===== src/design/rse_pkg.sv =====
// Package for the RS(255,239) parity encoder: payload types, generator
// coefficients and the GF(256) constant multiply. No dependencies.
`timescale 1ns / 1ps

package rse_pkg;

    localparam int unsigned NUM_PARITY = 16;

    // x^8 + x^6 + x^5 + x^3 + 1
    localparam logic [8:0] FIELD_POLY = 9'h169;

    // Generator coefficients g[0]..g[15], g[0] in the low byte.
    localparam logic [NUM_PARITY-1:0][7:0] GEN_COEF = {
        8'hdb, 8'ha9, 8'hce, 8'hfd, 8'hfc, 8'h2f, 8'h1e, 8'h13,
        8'h44, 8'h9e, 8'h24, 8'ha1, 8'h1f, 8'h63, 8'he3, 8'h6a
    };

    localparam logic [3:0] LAST_INDEX = 4'(NUM_PARITY - 1);

    typedef logic [NUM_PARITY-1:0][7:0] t_block;

    typedef struct packed {
        logic [7:0] data_byte;
        logic       last_byte;
    } t_in;

    typedef struct packed {
        logic [7:0] parity_byte;
        logic [3:0] parity_index;
        logic       last_parity;
    } t_out;

    // Shift-and-add multiply in GF(256); with one constant operand this
    // folds to a small XOR network.
    function automatic logic [7:0] gf_mul(input logic [7:0] a_in, input logic [7:0] b_in);
        logic [8:0] a;
        logic [7:0] acc;
        acc = '0;
        a   = {1'b0, a_in};
        for (int i = 0; i < 8; i++) begin
            if (b_in[i]) begin
                acc ^= a[7:0];
            end
            a = a << 1;
            if (a[8]) begin
                a ^= FIELD_POLY;
            end
        end
        return acc;
    endfunction

endpackage


===== src/design/rse_front.sv =====
// Front end: takes message bytes and updates the 16-byte LFSR remainder.
// On the last byte it pushes the finished remainder to the queue. Uses rse_pkg.
`timescale 1ns / 1ps

module rse_front (
    input  logic              i_clk,
    input  logic              i_rst_n,
    input  logic              i_valid,
    output logic              o_ready,
    input  rse_pkg::t_in      i_data,
    input  logic              i_full,
    output logic              o_push,
    output rse_pkg::t_block   o_block
);
    import rse_pkg::*;

    t_block     r_rem;
    t_block     n_rem;
    logic [7:0] fb;
    logic       accept;

    assign o_ready = !i_full;
    assign accept  = i_valid && o_ready;
    assign fb      = i_data.data_byte ^ r_rem[NUM_PARITY-1];

    always_comb begin
        n_rem[0] = gf_mul(fb, GEN_COEF[0]);
        for (int k = 1; k < NUM_PARITY; k++) begin
            n_rem[k] = r_rem[k-1] ^ gf_mul(fb, GEN_COEF[k]);
        end
    end

    assign o_push  = accept && i_data.last_byte;
    assign o_block = n_rem;

    always_ff @(posedge i_clk) begin
        if (!i_rst_n) begin
            r_rem <= '0;
        end else if (accept) begin
            // clear once the block's parity has left for the queue
            r_rem <= i_data.last_byte ? '0 : n_rem;
        end
    end

endmodule


===== src/design/rse_fifo.sv =====
// Two-entry queue of finished parity blocks between front and back end.
// Uses rse_pkg.
`timescale 1ns / 1ps

module rse_fifo (
    input  logic              i_clk,
    input  logic              i_rst_n,
    input  logic              i_push,
    input  rse_pkg::t_block   i_block,
    input  logic              i_pop,
    output rse_pkg::t_block   o_block,
    output logic              o_full,
    output logic              o_empty
);
    import rse_pkg::*;

    t_block     r_mem [2];
    logic       r_wr_ptr;
    logic       r_rd_ptr;
    logic [1:0] r_count;
    logic       do_push;
    logic       do_pop;

    assign o_full  = (r_count == 2'd2);
    assign o_empty = (r_count == 2'd0);
    assign do_push = i_push && !o_full;
    assign do_pop  = i_pop && !o_empty;
    assign o_block = r_mem[r_rd_ptr];

    always_ff @(posedge i_clk) begin
        if (do_push) begin
            r_mem[r_wr_ptr] <= i_block;
        end
    end

    always_ff @(posedge i_clk) begin
        if (!i_rst_n) begin
            r_wr_ptr <= 1'b0;
            r_rd_ptr <= 1'b0;
            r_count  <= 2'd0;
        end else begin
            if (do_push) begin
                r_wr_ptr <= !r_wr_ptr;
            end
            if (do_pop) begin
                r_rd_ptr <= !r_rd_ptr;
            end
            r_count <= r_count + 2'(do_push) - 2'(do_pop);
        end
    end

endmodule


===== src/design/rse_back.sv =====
// Back end: unloads parity blocks from the queue and sends them out one
// byte per item through an output register. Uses rse_pkg.
`timescale 1ns / 1ps

module rse_back (
    input  logic              i_clk,
    input  logic              i_rst_n,
    input  rse_pkg::t_block   i_block,
    input  logic              i_empty,
    output logic              o_pop,
    output logic              o_valid,
    input  logic              i_ready,
    output rse_pkg::t_out     o_data
);
    import rse_pkg::*;

    t_block     r_blk;
    logic [3:0] r_cnt;
    logic       r_act;
    logic       r_out_valid;
    t_out       r_out;
    logic       advance;
    logic       emit;
    logic       emit_last;

    assign advance   = !r_out_valid || i_ready;
    assign emit      = advance && r_act;
    assign emit_last = emit && (r_cnt == LAST_INDEX);
    // take the next block when idle or as the current one finishes
    assign o_pop     = !i_empty && (!r_act || emit_last);

    assign o_valid = r_out_valid;
    assign o_data  = r_out;

    always_ff @(posedge i_clk) begin
        if (emit) begin
            r_out.parity_byte  <= r_blk[0];
            r_out.parity_index <= r_cnt;
            r_out.last_parity  <= (r_cnt == LAST_INDEX);
        end
        if (o_pop) begin
            r_blk <= i_block;
        end else if (emit) begin
            r_blk <= {8'h00, r_blk[NUM_PARITY-1:1]};
        end
    end

    always_ff @(posedge i_clk) begin
        if (!i_rst_n) begin
            r_act       <= 1'b0;
            r_cnt       <= '0;
            r_out_valid <= 1'b0;
        end else begin
            if (advance) begin
                r_out_valid <= r_act;
            end
            if (o_pop) begin
                r_act <= 1'b1;
                r_cnt <= '0;
            end else if (emit) begin
                r_act <= !emit_last;
                r_cnt <= r_cnt + 4'd1;
            end
        end
    end

`ifndef NO_ASSERTIONS
    a_last_flag: assert property (@(posedge i_clk) disable iff (!i_rst_n)
        r_out_valid |-> (r_out.last_parity == (r_out.parity_index == LAST_INDEX)))
        else $error("last_parity disagrees with parity_index");

    a_no_gap: assert property (@(posedge i_clk) disable iff (!i_rst_n)
        (r_out_valid && i_ready && !r_out.last_parity) |=> r_out_valid)
        else $error("gap inside a parity block");

    a_index_step: assert property (@(posedge i_clk) disable iff (!i_rst_n)
        (r_out_valid && i_ready && !r_out.last_parity) |=>
            (r_out.parity_index == $past(r_out.parity_index) + 4'd1))
        else $error("parity index skipped");

    a_pop_idle: assert property (@(posedge i_clk) disable iff (!i_rst_n)
        (r_act && !emit_last) |-> !o_pop)
        else $error("queue popped during an unfinished block");
`endif

endmodule


===== src/design/rs_255_239_parity_encoder.sv =====
// Top level of the RS(255,239) systematic parity encoder over GF(256).
// Instantiates rse_front, rse_fifo and rse_back; uses rse_pkg.
`timescale 1ns / 1ps

//  channel | handshake          | payload             | moves
//  --------+--------------------+---------------------+------------------------------
//  input   | i_valid / o_ready  | i_data  (t_in)      | one message byte per item
//  output  | o_valid / i_ready  | o_data  (t_out)     | one parity byte per item
//
//  One message byte is taken every clock while o_ready is high; the LFSR
//  update of the 16-byte remainder settles in the front end within that cycle.
//  A last byte hands the remainder to a two-entry block queue; the back end
//  then sends 16 parity items, one per clock while i_ready is high, moving
//  each block from the queue through its block register to the output register.
//  o_ready falls only while both queue entries hold unsent blocks.
//  Reset (synchronous, active low) clears the remainder, empties the queue and idles the back end.
module rs_255_239_parity_encoder (
    input  logic           i_clk,
    input  logic           i_rst_n,
    input  logic           i_valid,
    output logic           o_ready,
    input  rse_pkg::t_in   i_data,
    output logic           o_valid,
    input  logic           i_ready,
    output rse_pkg::t_out  o_data
);
    import rse_pkg::*;

    t_block push_block;
    t_block pop_block;
    logic   push;
    logic   pop;
    logic   q_full;
    logic   q_empty;

    // front end: accept bytes, run the division, hand off finished blocks
    rse_front u_front (
        .i_clk   (i_clk),
        .i_rst_n (i_rst_n),
        .i_valid (i_valid),
        .o_ready (o_ready),
        .i_data  (i_data),
        .i_full  (q_full),
        .o_push  (push),
        .o_block (push_block)
    );

    // hold up to two blocks so either side may stall alone
    rse_fifo u_fifo (
        .i_clk   (i_clk),
        .i_rst_n (i_rst_n),
        .i_push  (push),
        .i_block (push_block),
        .i_pop   (pop),
        .o_block (pop_block),
        .o_full  (q_full),
        .o_empty (q_empty)
    );

    // back end: serialise each block, index 0 first
    rse_back u_back (
        .i_clk   (i_clk),
        .i_rst_n (i_rst_n),
        .i_block (pop_block),
        .i_empty (q_empty),
        .o_pop   (pop),
        .o_valid (o_valid),
        .i_ready (i_ready),
        .o_data  (o_data)
    );

endmodule

===== config.mk =====
export PLATFORM = sky130hd
export DESIGN_NAME = rs_255_239_parity_encoder
export DESIGN_NICKNAME = d
export VERILOG_FILES = /design/src/design/rse_pkg.sv /design/src/design/rse_front.sv /design/src/design/rse_fifo.sv /design/src/design/rse_back.sv /design/src/design/rs_255_239_parity_encoder.sv
export SDC_FILE = /design/constraint.sdc
export NUM_CORES = 1
export LEC_CHECK = 0
export ABC_AREA = 1
export BUFFER_PORTS_ARGS = -buffer_cell sky130_fd_sc_hd__buf_2
export CELL_PAD_IN_SITES_DETAIL_PLACEMENT = 1
export CELL_PAD_IN_SITES_GLOBAL_PLACEMENT = 2
export CORE_MARGIN = 2
export CORE_UTILIZATION = 47
export CTS_BUF_LIST = sky130_fd_sc_hd__clkbuf_8
export DETAILED_ROUTE_END_ITERATION = 7
export PLACE_DENSITY_LB_ADDON = 0.1
export SETUP_SLACK_MARGIN = 0.05
export SLEW_MARGIN = 20
export SYNTH_ARGS = -nofsm -noshare
export SYNTH_HDL_FRONTEND = slang
export SYNTH_SLANG_ARGS = --single-unit
export TNS_END_PERCENT = 5

===== constraint.sdc =====
create_clock -name i_clk -period 17.24 [get_ports i_clk]
set_input_delay 1.724 -clock i_clk [delete_from_list [all_inputs] [get_ports i_clk]]
set_output_delay 1.724 -clock i_clk [all_outputs]
set_load 0.02 [all_outputs]

==> summary.md, run 1 <==
The cell area that synthesis handed to floorplanning was 23200 um^2. Setup slack on the worst reg-to-reg path comes out at 13.92 ns. For this block, the initial DRC count from the detailed router was 958. The maximum number of pins on one net before global-route repair came out at 188. For the remaining global-route overflow, the log shows 0. Setup violations remaining at the end of the flow were counted as 0. The tools report the reg-to-reg critical path startpoint as u_fifo.r_count[0]$_SDFF_PN0_. In the final routed layout, each cell accounts on average for 21.8 um. The logs give 0 for the final number of hold-violating endpoints and 35 for the number of different library cells in the post-synthesis netlist. The logs give 2980 for the final cell count without fillers and 0 for the cts-stage hold buffer count.

The final weighted congestion of routability-driven global placement is 0.851. The worst hold path begins at u_back.r_blk[5]$_DFFE_PP_. The detail route stage leaves a number of antenna-violating nets equal to 0.

The area taken by flip-flops and latches was 14700 um^2. The worst hold path depth is 0, and the required time at the endpoint of the critical path is 17.82 ns. Gates resized during post-CTS repair numbered 0. The commonest cells after synthesis are nand2_1 (708), edfxtp_1 (397), a21oi_1 (145). The floorplan step defined a core boundary enclosing 48800 um^2. Buffers placed on the I/O ports in this run total 27. Global routing consumed, over all layers together, 26.1% of the routing resources. Data arrives at the worst endpoint at 4.52 ns.

STA classifies the critical path endpoint as a register. Summing all multi-input logic gate instances after layout gives 7760 um^2. In this run the critical register-to-register path is captured at u_front.r_rem[122]$_SDFFE_PN0P_.

The most used flip-flop cell after synthesis was edfxtp_1. Based on the critical path, the design can be clocked at up to 253 MHz. The count of pins over their slew limit came out at 0. Fill cells in the final layout number 5340. After technology mapping, the gate count stands at 2204. The reported max-cap violation count was 0; the aggregate routed wire length was 64.8 mm.

The worst setup skew after layout is 0.0216 ns, and the cell leakage power is 9.79 nW. The ratio of final minimum period to clock period came out at 22.9%. By area the synthesized netlist is led by edfxtp_1 (51%), dfxtp_1 (12%), nand2_1 (11%). The most frequently used cell type in the post-synthesis netlist is nand2_1.

The layout overhead on the synthesized area came out at 10.8%. Yosys printed 0 warnings. The min-delay analysis places its worst path in the category register to register.

The run gives 63.3% as the sequential fraction of the synthesis area. The cell taking the most area after synthesis was edfxtp_1. The iteration count of the initial detailed-routing pass is 5, and the post-synthesis async set-or-reset flop share is 0%. The number of flops mapped to enable cells by yosys came out at 397.

The flow ran to the end, and the final reports show no timing, DRC or antenna violations. The run gives 536 as the clock sink total. The startpoint type of the worst setup path was a primary input. TritonCTS created 92 clock buffers. The synthesized design contains 536 register bits. Setup repair after global routing left no endpoint under its margin. The worst register-to-register path has a depth of 8.

The number of placed instances, taps included, is 2807. Overall power consumption: 5.60 mW. During I/O placement, the number of pins put on the boundary was 28. Once the floorplan was initialized, standard cells occupied 47.6% of the core. Clock-pin slew was measured on the worst setup and hold paths at 0.06 ns.

When the netlist entered floorplanning its net count stood at 2220. For the number of global-route vias before repair, the log shows 16500. The class of the most critical setup path is primary input to register.

The first global-routing pass estimated 99.9 mm of wire. The power density normalized to cell area works out to 217 nW/um^2. The highest fanout seen on the critical path was 74; the worst-skew pair later-pin latency was 0.67 ns. The smallest clock period supported by the final layout is computed as 3.95 ns.

The height of the die came out at 226 um. The die covers 51300 um^2. Of the cells placed in the final design, the portion with a size suffix greater than 1 is 12.3%. Count of unresolved DRC violations after routing: 0. A synthesized cell averages 10.5 um^2. The final total negative setup slack is 0 ns, and the peak supply drop is 123 uV. For the number of buffers on the longest clock path, the log shows 3. Number of antenna violations at the first check in global routing: 0. Clock tree synthesis selected as its root buffer the cell clkbuf_8.

The net count of the finished layout is 2253. The HPWL after detailed placement is 41.4 mm. The routed layout has 15900 vias.

The number of rows created at floorplan is 81, and the count of H-tree levels built during CTS is 3. The worst hold path endpoint was u_back.o_data[10]$_DFFE_PP_. For the pin with the worst max-slew slack, the measured transition is 1.01 ns. In this run the tightest slew margin relative to its limit is 32.7%. The die is 226 um wide. The smallest hold slack came out at 0.418 ns. TritonCTS built the clock tree. Using the TritonRoute via totals, the vias-per-cell ratio works out to 5.32.

The number of setup buffers added after CTS is 0. Summed over its instances, the top area cell type makes up 51.3% of the synthesized netlist area.
-- layout make-up --
class                   count  area share, %
diodes                      1        0.00971
multi-input cells        1466           30.1
flip-flops and latches    536           57.1
clock buffers             114           6.09
inverters                  97           1.43
well taps                 664           3.22
repair buffers             44           1.08
clock inverters            58          0.957
-- where the power goes --
part | total, mW | switching, mW | leakage (nW) | internal, mW
clock network | 1.11 | 0.517 | 1.10 | 0.596
logic | 2.22 | 1.61 | 3.87 | 0.609
registers | 2.27 | 0.169 | 4.83 | 2.10
-- flip-flops by register name (all words and copies together), names as in the netlist, named ones only --
| name | count |
|---|---|
| u_fifo.r_wr_ptr | 1 |
| u_back.r_act | 1 |
| u_back.r_blk | 128 |
| u_back.r_cnt | 4 |
| u_back.o_data | 13 |
| u_fifo.r_rd_ptr | 1 |
| u_fifo.r_mem | 256 |
| u_fifo.r_count | 2 |
| u_back.o_valid | 1 |
| u_front.r_rem | 128 |
-- through the flow --
| stage | instance area, um^2 | utilization [%] | worst slack [ns] |
|---|---|---|---|
| after CTS | 25800 | 52.7 | 13.22 |
| after global routing | 25800 | 52.7 | 13.12 |
| final | 25800 | 52.7 | 13.29 |
| after global placement | 23900 | 49.0 | 12.51 |
| after detailed placement | 23900 | 49.0 | 12.54 |
| after floorplan | 23200 | - | 7.09 |
-- layout by cell type, fill, tap and decap left out, types with 3 or more instances in the layout --
cell	Yosys	routed
buf_4	1	15
edfxtp_1	397	397
or2_2	3	3
dfxtp_1	139	138
clkinv_2	0	4
xor2_2	16	16
nand2_1	708	707
inv_1	85	129
buf_2	7	27
and2_1	11	11
or2_1	4	4
o21ai_0	6	5
a31oi_1	121	121
inv_2	11	11
ha_1	3	3
clkinv_1	1	4
xor2_1	126	126
nand3_1	53	53
xnor2_2	4	4
nor2_1	128	125
clkbuf_8	0	114
nand2_4	24	25
xnor2_1	59	59
a21oi_1	145	144
clkinvlp_4	0	3
nor2_4	0	3
nand2_2	46	46
-- critical path, stage by stage --
cell	delay [ns]
buf_2	0.12
nand2_4	0.44
nor2_4	0.22
buf_4	0.59
buf_4	0.78
nand2_1	0.35
a21oi_1	0.21
-- logic make-up (layout without fill, tap and decap cells) --
kind of cell	count (synthesis)	count (layout)	share of synthesized area, %
adders and majority gates	3	3	0.161
other	0	1	0
DFF	536	536	63.3
and+or+nand+nor	983	983	17.8
AOI/OAI and AO/OA	272	272	6.51
xor gates and xnor gates	208	208	8.73
buffers and inverters	202	313	3.58
-- metal layers --
layer,up-vias,routed length (um),track usage (%)
met4,0,1860,9.47
li1,7422,-,-
met1,8055,29400,34.9
met2,280,31300,43.5
met3,106,2300,3.72
met5,-,0,0
-- worst max-delay path by stage --
stage / end / startpoint / slack (ns)
after floorplan: u_back.r_blk[0]$_DFFE_PP_ / u_fifo.r_count[1]$_SDFF_PN0_ / 7.09
after global routing: u_front.r_rem[122]$_SDFFE_PN0P_ / i_valid / 13.12
after CTS: u_front.r_rem[122]$_SDFFE_PN0P_ / i_valid / 13.22
final: u_front.r_rem[122]$_SDFFE_PN0P_ / i_valid / 13.29
after detailed placement: u_front.r_rem[122]$_SDFFE_PN0P_ / i_valid / 12.54
after global placement: u_front.r_rem[122]$_SDFFE_PN0P_ / i_valid / 12.51
No activity file was read; power rests on OpenSTA's default activity.
==> run 2: changes to the inputs <==
--- a/config.mk
+++ b/config.mk
@@ -5,12 +5,12 @@
 export SDC_FILE = /design/constraint.sdc
 export NUM_CORES = 1
 export LEC_CHECK = 0
-export ABC_AREA = 1
+export ABC_AREA = 0
 export BUFFER_PORTS_ARGS = -buffer_cell sky130_fd_sc_hd__buf_2
 export CELL_PAD_IN_SITES_DETAIL_PLACEMENT = 1
 export CELL_PAD_IN_SITES_GLOBAL_PLACEMENT = 2
 export CORE_MARGIN = 2
-export CORE_UTILIZATION = 47
+export CORE_UTILIZATION = 48
 export CTS_BUF_LIST = sky130_fd_sc_hd__clkbuf_8
 export DETAILED_ROUTE_END_ITERATION = 7
 export PLACE_DENSITY_LB_ADDON = 0.1
==> constraint.sdc (replaced) <==
create_clock -name i_clk -period 4.05 [get_ports i_clk]
set_input_delay 0.405 -clock i_clk [delete_from_list [all_inputs] [get_ports i_clk]]
set_output_delay 0.405 -clock i_clk [all_outputs]
set_load 0.02 [all_outputs]
==> run 2 against run 1 <==
Area after synthesis is 5.9% lower. Worst setup slack worse by 12 ns. Register-to-register slack worse by 13 ns. Sequential share of layout area is 2.4 points higher. Worst hold slack worse by 0.35 ns. Utilization is 2.0 points higher. Critical path depth is 1 lower. Non-clock buffer count is 35 higher. Global-route usage is 2.6 points lower.
==> summary.md, run 2 <==
The run finished with clean final reports. The area of the die is 47300 um^2 (-7.7%). The number of buffer and inverter instances along the worst setup path works out to 0 (-3). The portion of synthesized cell area occupied by the leading cell type is 54.5% (+3.2 points).

After synthesis, the largest family of logic cells by area is XOR/XNOR gates. For the all-layer global routing usage, the log shows 23.5% (-2.6 points). The number of endpoints failing setup at the final stage came out at 0 (unchanged). The area share of and/or/nand/nor cells after synthesis works out to 4.95% (-13 points). The run gives 0.0435 ns (+0.0219 ns) as the worst setup skew after layout. In the synthesized netlist the dominant register cell turns out to be edfxtp_1.

The data arrival time of the critical path was 3.76 ns (-0.76 ns). For the count of unresolved DRC violations after routing, the log shows 0 (unchanged). The commonest non-fill, non-tap cell in the layout is edfxtp_1. The commonest cells after synthesis are edfxtp_1 (397), xnor2_1 (200), dfxtp_1 (139). The final number of hold-violating endpoints was 0 (unchanged); the total of flip-flops plus latches after synthesis was 536 (unchanged). The mean instance size in the synthesized netlist is 14.3 um^2 (+36%).

Worst setup slack after placement: 0.775 ns (-11.77 ns). For the number of setup buffers added after CTS, the log shows 0 (unchanged). The largest individual stage delay along the critical path comes from the cell xnor3_1. The wire length of the first global-routing pass came out at 82.1 mm (-18%).

The library cells used most frequently in the layout, excluding fill and tap cells, are edfxtp_1 (397), xnor2_1 (194), dfxtp_1 (138), mux2i_1 (129), nand2_1 (126). The number of diodes is 0 (-1). Post-synthesis async set-or-reset flop share: 0% (unchanged).

The layout overhead on the synthesized area came out at 13.1%. The count of H-tree levels built during CTS is 3 (unchanged). The cell repeated most along the worst path is xor2_1. The post-synthesis cell count is 1528 (-31%). The routed length per placed instance came out at 23.6 um (+8.7%). Post-synthesis instance area: 21900 um^2 (-5.9%).

The highest achievable clock rate is 316 MHz, and the compound-gate portion of the synthesized area is 7.61% (+1.1 points). The most frequently used cell type in the post-synthesis netlist was edfxtp_1. The tools report the placed cell count as 2122 (-24%). The post-synthesis share of cell area spent on full adders, half adders and majority gates came out at 0.172% (+0.010 points). The reported max-cap violation count is 0 (unchanged). Count of pins over their slew limit: 0 (unchanged). The count of synthesis-stage warnings from yosys is 0 (unchanged), and the utilization of the core after routing is 54.8% (+2.0 points).

The number of vias per cell after detailed routing is 5.39 (+1.3%). For the post-cts gate resize count, the log shows 0 (unchanged). The number of antenna violations at the first check in global routing is 0 (unchanged), and the number of buffers on the longest clock path is 3 (unchanged).

The transition time of the tightest slew-check pin was 1.08 ns (+0.0701 ns). Setup repair after global routing left no endpoint under its margin. The final HPWL from detailed placement was 32.5 mm (-22%). The worst hold path belongs to the class primary input to register.

The cell at the root of the clock tree is clkbuf_8. In the post-synthesis netlist, the biggest area contributors are edfxtp_1 (54%), dfxtp_1 (13%), xnor2_1 (8.0%). Cts-stage hold buffer count: 0 (unchanged).

Of all cell types, the one taking the most synthesized area is edfxtp_1. The largest registers in the layout are u_fifo.r_mem (256), u_back.r_blk (128), u_front.r_rem (128). The peak per-stage delay on the critical path was 1.01 ns (+0.23 ns). Fraction of layout cells with a size suffix above 1: 13.5% (+1.2 points). The height of the die works out to 218 um (-3.9%). STA classifies the critical path endpoint as a register. The tools report the maximum number of pins on one net before global-route repair as 129 (-31%).

The sequential fraction of the synthesis area is 67.2% (+3.9 points), and the remaining global-route overflow is 0 (unchanged). The worst path in the final design needs a cycle of 3.17 ns, including I/O delays and setup. Total of buffers placed on input and output ports: 27 (unchanged).

In this design, the largest share of critical-path delay is due to XOR/XNOR gates. The number of flops mapped to enable cells by yosys was 397 (unchanged); the number of different library cells in the post-synthesis netlist was 34 (-2.9%). The worst-case headroom to the max-slew limit was 28.0% (-4.7 points); the number of flip-flops in the largest register was 256 (unchanged). The aggregate routed wire length came out at 54.0 mm (-17%).

The xor and xnor fraction of the mapped netlist area works out to 12.6% (+3.8 points). The final worst-path setup slack was 0.885 ns (-12.41 ns). By startpoint and endpoint, the worst setup path is classified as register to register. The top register by number of flip-flops is u_fifo.r_mem.

The number of I/O pins is 28 (unchanged), and the clock slew at the register clock pins of the worst setup and hold paths is 0.06 ns (about the same). The net count after synthesis came out at 1544 (-30%). The number of global-route vias before repair was 13000 (-21%); the placeable core region was 45200 um^2 (-7.5%).

The starting density of the core came out at 48.4% (+0.84 points). The startpoint type of the worst setup path is a register. The clock sink total was 536 (unchanged). Walking the worst path, the cells encountered are xnor2_2 -> xnor3_1 -> xor2_1 -> xor2_1 -> xnor2_1 -> a22o_1.

The run gives 4.65 ns (-13.17 ns) as the required time at the endpoint of the critical path. The chip width is 218 um (-3.9%), and the total via count after detailed routing is 12300 (-22%). The number of rows created at floorplan came out at 78 (-3.7%).

The first-iteration detailed-routing DRC count was 792 (-17%). For the final cell count without fillers, the log shows 2286 (-23%). The run gives 1629 (-28%) as the count of nets after finishing. The logs give 89 (-3.3%) for the number of buffers created by CTS and 0.67 ns (about the same) for the worst-skew pair later-pin latency. The tools report the number of routed nets with antenna violations as 0 (unchanged). Final weighted congestion of routability-driven global placement: 0.780 (-8.3%). The ratio of final minimum period to clock period was 78.2%; the iteration count of the initial detailed-routing pass was 5 (unchanged). TritonCTS built the clock tree. The multiplexer share of the synthesized area was 5.90% (+5.9 points); the highest fanout seen on the critical path was 12 (-84%).
run 2: cell types whose count changed in the layout (fill, tap and decap cells not counted), moves of 112 or more:
| cell | previous run | this run |
|---|---|---|
| nand2_1 | 707 | 126 |
| xnor2_1 | 59 | 194 |
| a31oi_1 | 121 | 0 |
| mux2i_1 | 0 | 129 |
| nor2_1 | 125 | 13 |
| a21oi_1 | 144 | 0 |
| o21ai_0 | 5 | 122 |
run 2: worst paths after layout:
path	startpoint	to	slack [ns]	cells after the start
setup / recovery	u_front.r_rem[127]$_SDFFE_PN0P_	u_front.r_rem[123]$_SDFFE_PN0P_	0.88	6
hold / removal	i_rst_n	u_back.o_valid$_SDFFE_PN0N_	0.07	2
setup reg to reg	u_front.r_rem[127]$_SDFFE_PN0P_	u_front.r_rem[123]$_SDFFE_PN0P_	0.88	6
hold reg to reg	u_back.r_blk[1]$_DFFE_PP_	u_back.o_data[6]$_DFFE_PP_	0.42	0
run 2: layout make-up:
type,count,area (um^2)
Fill cell,4351,20400
Sequential cell,536,14700
Multi-Input combinational cell,901,6930
Clock buffer,106,1460
Tap cell,600,751
Timing Repair Buffer,79,588
Clock inverter,58,290
Inverter,6,22.5
run 2: metal layers:
metal,up-vias,track usage [%],share of wire [%]
li1,5702,-,-
met1,6218,32.8,46
met2,317,37.0,47
met3,95,4.60,4.8
met4,0,7.44,2.5
met5,-,0,0
run 2: kinds of logic after synthesis:
group | count (synthesis)
muxes | 129
DFF | 536
xor gates and xnor gates | 285
and+or+nand+nor | 230
adders and majority gates | 3
AOI/OAI and AO/OA | 254
buffers and inverters | 91
run 2: per-stage QoR:
stage | setup TNS (ns) | instance area (um^2) | hold slack [ns]
detailed placement | 0 | 23000 | 0.405
CTS | 0 | 24700 | 0.0176
floorplan | -27.95 | 21900 | 0.400
global placement | 0 | 23000 | 0.402
global route | 0 | 24700 | 0.0366
finish | 0 | 24700 | 0.0714
Power of run 2 is left out: the tool's default activity adds up to more than one toggle a clock period on the data nets, which glitch-free logic cannot reach.
